`src/rtl/swm_pkg.sv`:
```
// Package for the sliding window maximum core: sizes, candidate cell types and control codes.
`default_nettype none

package swm_pkg;

    localparam int CAND_SLOTS = 64;
    localparam int SAMPLE_W   = 32;
    localparam int WSIZE_W    = 7;
    // Ages stay at most CAND_SLOTS + 1 between cleanups.
    localparam int AGE_W      = $clog2(CAND_SLOTS + 2);
    localparam int FILL_W     = $clog2(CAND_SLOTS + 1);
    localparam int CMP_W      = (AGE_W > WSIZE_W) ? AGE_W : WSIZE_W;

    typedef struct packed {
        logic                valid;
        logic [AGE_W-1:0]    age;
        logic [SAMPLE_W-1:0] value;
    } cand_t;

    typedef struct packed {
        logic                step;
        logic                pop;
        logic                restart;
        logic [SAMPLE_W-1:0] sample;
    } cell_ctrl_t;

    typedef enum logic [1:0] {
        ST_RUN   = 2'b01,
        ST_CLEAN = 2'b10
    } swm_state_t;

endpackage

`default_nettype wire

```
`src/rtl/swm_cell.sv`:
```
// One candidate cell of the monotonic deque chain.
`default_nettype none

module swm_cell
    import swm_pkg::*;
(
    input  wire logic       clk,
    input  wire logic       rst_n,
    input  wire cell_ctrl_t ctrl,
    input  wire logic       prev_kept,
    input  wire cand_t      right_cur,
    input  wire cand_t      right_post,
    output cand_t           cur,
    output cand_t           post,
    output logic            kept
);

    logic                valid_reg;
    logic                valid_next;
    logic [AGE_W-1:0]    age_reg;
    logic [AGE_W-1:0]    age_next;
    logic [SAMPLE_W-1:0] value_reg;
    logic [SAMPLE_W-1:0] value_next;
    logic                appended;
    cand_t               sel;

    assign cur.valid = valid_reg;
    assign cur.age   = age_reg;
    assign cur.value = value_reg;

    // A candidate survives the new sample only if it is strictly larger.
    assign kept     = !ctrl.restart && valid_reg
                      && ($signed(value_reg) > $signed(ctrl.sample));
    assign appended = prev_kept && !kept;

    always_comb
    begin
        post.valid = kept || appended;
        post.value = kept ? value_reg : ctrl.sample;
        post.age   = kept ? (age_reg + AGE_W'(1)) : AGE_W'(1);
    end

    always_comb
    begin
        if (ctrl.step)
        begin
            sel = ctrl.pop ? right_post : post;
        end
        else if (ctrl.pop)
        begin
            sel = right_cur;
        end
        else
        begin
            sel = cur;
        end
        valid_next = sel.valid;
        age_next   = sel.age;
        value_next = sel.value;
    end

    always_ff @(posedge clk or negedge rst_n)
    begin
        if (!rst_n)
        begin
            valid_reg <= 1'b0;
        end
        else
        begin
            valid_reg <= valid_next;
        end
    end

    always_ff @(posedge clk)
    begin
        age_reg   <= age_next;
        value_reg <= value_next;
    end

endmodule

`default_nettype wire

```
`config.mk`:
```
export PLATFORM = sky130hd
export DESIGN_NAME = swm_cell
export DESIGN_NICKNAME = d
export VERILOG_FILES = /design/src/rtl/swm_pkg.sv /design/src/rtl/swm_cell.sv
export SDC_FILE = /design/constraint.sdc
export NUM_CORES = 1
export LEC_CHECK = 0
export BUFFER_PORTS_ARGS = -buffer_cell sky130_fd_sc_hd__buf_2
export CORE_ASPECT_RATIO = 0.5
export CORE_UTILIZATION = 49
export CTS_BUF_LIST = sky130_fd_sc_hd__clkbuf_2
export DETAILED_ROUTE_END_ITERATION = 8
export MAX_ROUTING_LAYER = met4
export PLACE_DENSITY_LB_ADDON = 0.05
export SYNTH_ARGS = -nofsm -noshare
export SYNTH_HDL_FRONTEND = slang
export SYNTH_SLANG_ARGS = --single-unit
```
`constraint.sdc`:
```
create_clock -name clk -period 5.7 [get_ports clk]
set_input_delay 0.855 -clock clk [delete_from_list [all_inputs] [get_ports clk]]
set_output_delay 0.855 -clock clk [all_outputs]
set_load 0.05 [all_outputs]
```
### Word-level counts from Yosys, hierarchy flattened

Index checks and enable logic that the tools add are counted.
Widths: inputs -> output; s select.

* order comparisons: 1
* div/mod/pow operators: 0
* multiply operators: 0
* bitwise operators: 0
* shifts and indexed selects: 0
* mux-type cells: 5
* reduce and logical (&&, ||, !) cells: 7
* $add $sub $neg: 1
* eq/ne operators: 0

Operators with widths (count)
* $mux 40: 3
* $gt 32x32->1: 1
* $mux 32: 1
* $add 7x1->7 const B: 1
* $mux 7: 1
* $logic_and 1x1->1: 3
* $logic_not 1->1: 2
* $reduce_bool 2->1: 1
* $logic_or 1x1->1: 1

* bits in read-only memories: 0
* bits in latches: 0
* register bits: 40
* input bits: 118
* memory bits (writable): 0
* memories kept: 0

### Depth between registers and ports, before layout

Gate-level depths: netlist of run 1.

* depth after elaboration: 8
* mapped depth: 11
* mapped depth without buffers: 10

### Least setup slack after synthesis of run 1

No wires, ideal clock.

* path type: input to output
* start: in ctrl[11] (netlist name)
* end: out post[37] (netlist name)
* path slack: 1.474 ns
* stages on the path: 10
* arrival: 3.371 ns
* path buffers: 1
* path through: inv_1 > ha_1 > and4_4 > nor4b_4 > a21bo_1 > o211ai_1 > a21oi_2 > mux2i_4 > buf_4 > nor2b_1

RTL lines
* start: declaration: RTL line swm_cell.sv:9 `input wire cell_ctrl_t ctrl,`
* end: declaration: RTL line swm_cell.sv:14 `output cand_t post,`

==> results of run 1 <==
==> per-stage QoR <==
step	utilization	instances	hold slack (ns)
CTS	0.674	591	0.188
detailed placement	0.668	583	0.620
finish	0.674	591	0.193
global route	0.674	591	0.153
floorplan	-	307	0.559
global placement	0.668	583	0.619
==> per-layer routing <==
layer  vias up  wire length (um)
met5         -                 0
met4         0                15
met3         2               583
met2       119              4220
met1      1473              4160
li1       1550                 -
==> power by group through the flow <==
stage	registers [mW]	logic, mW	clock network [mW]
floorplan	0.493	0.336	0
global placement	0.395	0.573	0
detailed placement	0.396	0.577	0
CTS	0.389	0.579	0.128
global route	0.394	0.615	0.141
finish	0.389	0.577	0.127
==> final cells by class <==
type	count	area, um^2	area share
Sequential cell	40	1200	0.264
Timing Repair Buffer	201	1040	0.229
Inverter	33	124	0.0273
Tap cell	92	115	0.0254
Clock inverter	1	3.75	0.000828
Clock buffer	7	35.0	0.00773
Multi-Input combinational cell	217	2020	0.446
==> logic make-up (layout without fill, tap and decap cells) <==
logic type,Yosys count,after routing,share of synthesized area
AOI/OAI and AO/OA,65,65,0.162
muxes,34,34,0.150
DFF,40,40,0.349
xor gates and xnor gates,5,5,0.0128
and+or+nand+nor,80,80,0.142
adders and majority gates,33,33,0.120
buffers and inverters,50,242,0.0635
==> how the worst max path moves through the flow <==
stage / from / end / slack (ns) / cells past startpoint
after CTS: ctrl[11] / post[1] / 1.40 / 12
after global placement: ctrl[11] / post[1] / 1.38 / 12
final: ctrl[10] / post[1] / 1.37 / 12
after floorplan: ctrl[11] / post[37] / 1.47 / 10
after global routing: ctrl[10] / post[1] / 1.28 / 12
after detailed placement: ctrl[11] / post[1] / 1.40 / 12
==> layout by cell type (no fill, tap or decap), drive strengths merged, types with 7 or more instances in the layout <==
cell type  Yosys  routed
nand2         11      11
a21oi         13      13
edfxtp        39      39
inv           33      33
ha            33      33
a221o         37      37
clkbuf        12       7
buf            5     201
nor2b         35      35
mux2          32      32
==> impl_metrics.tcl, run 1 <==
set metrics [dict create \
    layout.nets 649 \
    via_per_inst 5.32 \
    place.gp.congestion 0.792 \
    yosys-top-cells-area "edfxtp_1, mux2_4, ha_1" \
    critPathMaxStageDelay_ns 0.38 \
    rsz0062_at_grt "false" \
    slew_headroom 0.371 \
    die_x_um 120 \
    cts_tree "built" \
    drv_cap 0 \
    core_region_area_um2 6730 \
    num_vias 3144 \
    yosys.cell_types.count 42 \
    postSynthAreaPerCell_um2 11.2 \
    io_buffers 198 \
    grt_busiest_layer "met2" \
    crit_type "in -> out" \
    postCtsSetupBuffers 0 \
    grt_antenna_before_repair 0 \
    syn_nets 458 \
    clkLatencyLatePin_ns 0.38 \
    route.detailed.drc 0 \
    ff2ff_setup_slack_ns 2.40 \
    drt_iter0_drc 151 \
    grt_pass1_wl_um 13200 \
    antenna_left 0 \
    cp_num_buf_inv 4 \
    synth-seq-area-share 0.349 \
    wire_per_inst_um 15.2 \
    routed_wirelength_um 8970 \
    synth_area_leader_cell "edfxtp_1" \
    p_sw_mw 0.502 \
    power.total_mw 1.09 \
    synth_area_um2 3430 \
    fp.dieH_um 61.1 \
    nFillCells 566 \
    drive_above_1_share 0.497 \
    p_comb_frac 0.528 \
    synthTopCellsByCount "edfxtp_1, a221o_1, nor2b_1" \
    start_kind "input port" \
    maxSlewViolCount 0 \
    final_cell_area_um2 4530 \
    crit_path_frequent_cell "buf_2" \
    grt_util_met2 0.411 \
    finalCritPeriodShare 0.760 \
    setup-tns-final_ns 0 \
    worstMarginPinSlew_ns 0.941 \
    synth.top_cell.area_share 0.342 \
    largest_reg_flops 32 \
    synth_edf_count 39 \
    cts_made_buffers 5 \
    critPathRequiredTime_ns 4.85 \
    vdd_drop_max_v 0.000146 \
    post-place-ws_ns 1.40 \
    yosysWarnings 0 \
    synth.most_common_cell "edfxtp_1" \
    rows 21 \
    grt_use_met3 0.0426 \
    grt-ovfl-total 0 \
    clock_path_buffers 2 \
    placed_area_um2 4500 \
    dr.pass1.iters 4 \
    p_int_mw 0.591 \
    ctsResizeCount 0 \
    cts_num_sinks 40 \
    reg2reg_depth 10 \
    holdBufCountCts 0 \
    clockPowerShare 0.116 \
    critPathArrivalTime_ns 3.48 \
    finClkSkew_ns 0.0238 \
    setup_viol 0 \
    initial_core_util 0.510 \
    syn_inst 307 \
    grt_pass1_vias 2780 \
    die-area_um2 7360 \
    swShare 0.459 \
    hold_viol_final 0 \
    boundaryPins 199 \
    synth_flop_cell "edfxtp_1" \
    grt_max_degree 40 \
    async_flop_share 0.0250 \
    ys_seq_elements 40 \
    hpwl_um 6850 \
    met1_usage 0.306 \
    crit_path_max_fanout 25 \
    fin_crit_ns 4.33 \
    seqPwrFrac 0.356 \
    syn2layout_area_growth_pct 32.3 \
    power_density_nw_per_um2 241 \
    final.setup.worst_slack_ns 1.37 \
    status "finished clean" \
    cp-end-kind "primary output" \
    timing.rr.start "value_reg[10]" \
    track_usage 0.237 \
    min_path_type "in -> async" \
    cp_top_family "multiplexers" \
    crit_slowest_cell "mux2_2" \
    max_freq_mhz 231 \
    root_buffer "clkbuf_2" \
    h-tree-depth 2 \
    path_cells "buf_2 > inv_1 > ha_1 > and4_4 > nor4b_4 > a21bo_1 > o211ai_1 > a21oi_2 > mux2i_4 > buf_12 > mux2_2 > buf_2" \
    r2r_end "value_reg[1]" \
    path_clk_slew_ns 0.21 \
    power.static_leakage_nw 2.34 \
    diodes 0 \
]
Power figures use the tool's default switching activity.
==> run 2: changes to the inputs <==
- CORE_UTILIZATION: 49 -> 46
- clock period: 5.7 -> 4.5 ns (I/O delays scaled with it)
==> run 2 against run 1 <==
Compared with the run above: sequential power is 27% higher; clock skew up 0.0043 ns; utilization fell by 1.4 points; non-clock buffer count rose by 2; setup slack worse by 0.96 ns; sequential cell count stayed put; design area increased by 0.97%; critical path type is now reg -> out; largest power group unchanged.
==> impl_metrics.tcl, run 2 (synthesis results as in run 1) <==
set metrics [dict create \
    drv_cap 0 \
    io_buffers 198 \
    timing.rr.start "value_reg[13]" \
    boundaryPins 199 \
    start_kind "flip-flop" \
    dr.pass1.iters 5 \
    grt_antenna_before_repair 0 \
    critPathRequiredTime_ns 3.83 \
    initial_core_util 0.494 \
    maxSlewViolCount 0 \
    hold_ws_ns 0.542 \
    num_vias 3128 \
    core_region_area_um2 6940 \
    path_clk_slew_ns 0.23 \
    largest_reg_flops 32 \
    nFillCells 629 \
    cts_tree "built" \
    track_usage 0.247 \
    h-tree-depth 2 \
    grt_pass1_wl_um 14500 \
    via_per_inst 5.27 \
    power.total_mw 1.50 \
    power_density_nw_per_um2 328 \
    crit_type "reg -> out" \
    drive_above_1_share 0.499 \
    layout.nets 651 \
    place.gp.congestion 0.815 \
    cts_made_buffers 5 \
    layout_commonest_cell "buf_2" \
    cts_num_sinks 40 \
    antenna_left 0 \
    critPathLaunch "value_reg[13]" \
    min_path_type "in -> async" \
    finClkSkew_ns 0.0281 \
    power.static_leakage_nw 2.36 \
    setup-tns-final_ns 0 \
    clock_path_buffers 2 \
    wire_per_inst_um 15.8 \
    rsz0062_at_grt "false" \
    grt_pass1_vias 3029 \
    finalCritPeriodShare 0.909 \
    clkLatencyLatePin_ns 0.40 \
    critPathArrivalTime_ns 3.42 \
    fin_crit_ns 4.09 \
    routed_wirelength_um 9390 \
    status "finished clean" \
    die-area_um2 7820 \
    crit_path_max_fanout 21 \
    max_freq_mhz 244 \
    route.detailed.drc 0 \
    fp.dieH_um 63.0 \
    diodes 0 \
    final_cell_mix "buf_2, edfxtp_1, a221o_1" \
    grt-ovfl-total 0 \
    worstMarginPinSlew_ns 0.989 \
    syn2layout_area_growth_pct 33.5 \
    grt_max_degree 40 \
    drt_iter0_drc 134 \
    slew_headroom 0.341 \
    rows 21 \
    cp-end-kind "primary output" \
    vdd_drop_max_v 0.000154 \
    ctsResizeCount 0 \
    setup_viol 0 \
    die_x_um 124 \
    hold_viol_final 0 \
    root_buffer "clkbuf_2" \
    hpwl_um 7130 \
]
-- run 2: path summary, 6_finish.rpt --
path / end / slack [ns] / cells past startpoint
max in group asynchronous: valid_reg / 3.88 / 2
worst max-delay path: post[1] / 0.41 / 10
min in group clk: value_reg[21] / 0.54 / 2
worst min register to register: valid_reg / 0.68 / 1
worst max register to register: value_reg[1] / 1.16 / 10
worst min-delay path: valid_reg / 0.54 / 2
-- run 2: worst max-delay path, stage by stage, from the launching register on --
cell and delay [ns]:
edfxtp_1 0.49, ha_1 0.32, nand4_1 0.18, nor4b_4 0.32
a21bo_1 0.25, o211ai_1 0.17, a21oi_2 0.13, mux2i_4 0.21
buf_4 0.32, mux2_2 0.39, buf_2 0.22
-- run 2: layout make-up --
cell class              count  area (um^2)  share of cell area
inverters                  33          124              0.0271
flip-flops and latches     40         1200               0.261
multi-input cells         217         2020               0.442
clock inverters             2         60.1              0.0131
clock buffers               6         30.0             0.00656
repair buffers            203         1030               0.225
well taps                  92          115              0.0251
-- run 2: timing repair --
action,CTS,global route
setup buffers,0,0
endpoints found under the hold margin,1,0
hold buffers,1,0
endpoints found under the setup margin,0,0
-- run 2: through the flow --
stage          area [um^2]   util  setup slack (ns)  std cells
5_1_grt               4580  0.660             0.180        593
6_report              4580  0.660             0.407        593
2_1_floorplan         3430      -             0.634        307
4_1_cts               4580  0.660             0.363        593
3_3_place_gp          4480  0.646             0.553        584
3_5_place_dp          4480  0.646             0.539        584
-- run 2: layer usage --
layer,global-route usage,part of all wire
met1,0.325,0.48
met5,-,0
met2,0.396,0.45
met4,0.0387,0.0062
met3,0.0557,0.067
-- run 2: power breakdown --
group          total [mW]  switching [mW]  internal [mW]
Sequential          0.493          0.0341          0.459
Clock               0.278           0.126          0.152
Combinational       0.729           0.485          0.244
==> run 3: changes to the inputs <==
- PLACE_DENSITY: unset -> 0.84
- PLACE_DENSITY_LB_ADDON: 0.05 -> unset
==> run 3 against run 2 <==
Compared with the run above: design area down 0.57%; register-to-register slack worse by 0.14 ns; sequential cell count unchanged; first-iteration DRC count up 16%; utilization down 0.38 points; global-route usage up 0.60 points; count of clock-buffer cells in the layout up 1; sequential share of layout area up 0.15 points.
==> impl_metrics.tcl, run 3 (synthesis results as in run 1) <==
set metrics [dict create \
    path_cells "ha_1 > nand4_1 > nor4b_4 > a21bo_1 > o211ai_1 > a21oi_2 > mux2i_4 > buf_12 > mux2_4 > buf_2" \
    place.gp.congestion 0.809 \
    cp_top_family "multiplexers" \
    cts_tree "built" \
    drt_iter0_drc 155 \
    route.detailed.drc 0 \
    core_region_area_um2 6940 \
    finalCritPeriodShare 0.946 \
    min_from "right_post[0]" \
    min_path_type "in -> reg" \
    reg2reg_depth 10 \
    root_buffer "clkbuf_2" \
    setup-tns-final_ns 0 \
    critPathArrivalTime_ns 3.58 \
    layout.nets 651 \
    wire_per_inst_um 16.1 \
    grt-ovfl-total 0 \
    cp_num_buf_inv 2 \
    start_kind "flip-flop" \
    largest_reg_flops 32 \
    critPathRequiredTime_ns 3.83 \
    rows 21 \
    hpwl_um 7320 \
    finClkSkew_ns 0.0108 \
    cp-end-kind "primary output" \
    postCtsSetupBuffers 0 \
    ff2ff_setup_slack_ns 1.02 \
    rsz0062_at_grt "false" \
    grt_pass1_wl_um 14800 \
    power.static_leakage_nw 2.35 \
    post-place-ws_ns 0.398 \
    crit_slowest_cell "edfxtp_1" \
    path_clk_slew_ns 0.21 \
    routed_wirelength_um 9520 \
    critPathMaxStageDelay_ns 0.50 \
    h-tree-depth 2 \
    fin_crit_ns 4.26 \
    die-area_um2 7820 \
    final_cell_mix "buf_2, edfxtp_1, a221o_1" \
    die_x_um 124 \
    slew_headroom 0.347 \
    cts_num_sinks 40 \
    vdd_drop_max_v 0.000137 \
    fp.dieH_um 63.0 \
    worstMarginPinSlew_ns 0.978 \
    power.total_mw 1.39 \
    holdPathStages 2 \
    via_per_inst 5.38 \
    clock_path_buffers 2 \
    syn2layout_area_growth_pct 32.8 \
    track_usage 0.253 \
    fin_util 0.656 \
    dr.pass1.iters 5 \
    power_density_nw_per_um2 306 \
    maxSlewViolCount 0 \
    crit_type "reg -> out" \
    r2r_end "value_reg[18]" \
    boundaryPins 199 \
    grt_max_degree 40 \
    clkLatencyLatePin_ns 0.41 \
    layout_commonest_cell "buf_2" \
    drv_cap 0 \
    grt_antenna_before_repair 0 \
    crit_path_max_fanout 20 \
    setup_viol 0 \
    antenna_left 0 \
    final.setup.worst_slack_ns 0.243 \
    hold_ws_ns 0.546 \
    initial_core_util 0.494 \
    grt_pass1_vias 3158 \
    num_vias 3190 \
    io_buffers 198 \
    drive_above_1_share 0.497 \
    timing.rr.start "value_reg[13]" \
    status "finished clean" \
    hold_path_end "value_reg[0]" \
    max_freq_mhz 235 \
    cts_made_buffers 5 \
    diodes 0 \
    hold_viol_final 0 \
]
-- run 3: where the power goes --
| group | switching (mW) | internal (mW) |
|---|---|---|
| logic | 0.485 | 0.249 |
| clock network | 0.123 | 0.0416 |
| registers | 0.0343 | 0.459 |
-- run 3: repair_timing --
item                                    4_1_cts  5_1_grt
hold endpoints to repair                      1        0
gates resized for setup                       0        0
hold buffers                                  1        0
endpoints found under the setup margin        0        0
-- run 3: cell type report --
| cell class | instances | area, um^2 |
|---|---|---|
| timing repair buffer | 203 | 1060 |
| inverter | 33 | 124 |
| multi-input combinational | 217 | 2020 |
| sequential | 40 | 1200 |
| clock inverter | 1 | 3.75 |
| clock buffer | 7 | 35.0 |
| fill | 598 | 2380 |
| tap | 92 | 115 |
-- run 3: per-layer routing --
layer  vias to the layer above  global-route usage  wire (um)
met2                        97               0.450       4850
met1                      1533               0.297       4150
li1                       1552                   -          -
met4                         0              0.0580         91
met5                         -                   -          0
met3                         8              0.0429        430
-- run 3: through the flow --
| stage | std cells | instance area, um^2 |
|---|---|---|
| global placement | 584 | 4500 |
| floorplan | 307 | 3430 |
| global route | 593 | 4550 |
| finish | 593 | 4550 |
| CTS | 593 | 4550 |
| detailed placement | 584 | 4500 |
-- run 3: worst max path at each step --
stage,startpoint,to,depth (start not counted)
finish,value_reg[13],post[5],10
floorplan,ctrl[11],post[37],10
detailed placement,ctrl[14],post[10],12
global placement,ctrl[14],post[4],12
global route,value_reg[10],post[10],10
CTS,value_reg[13],post[10],10
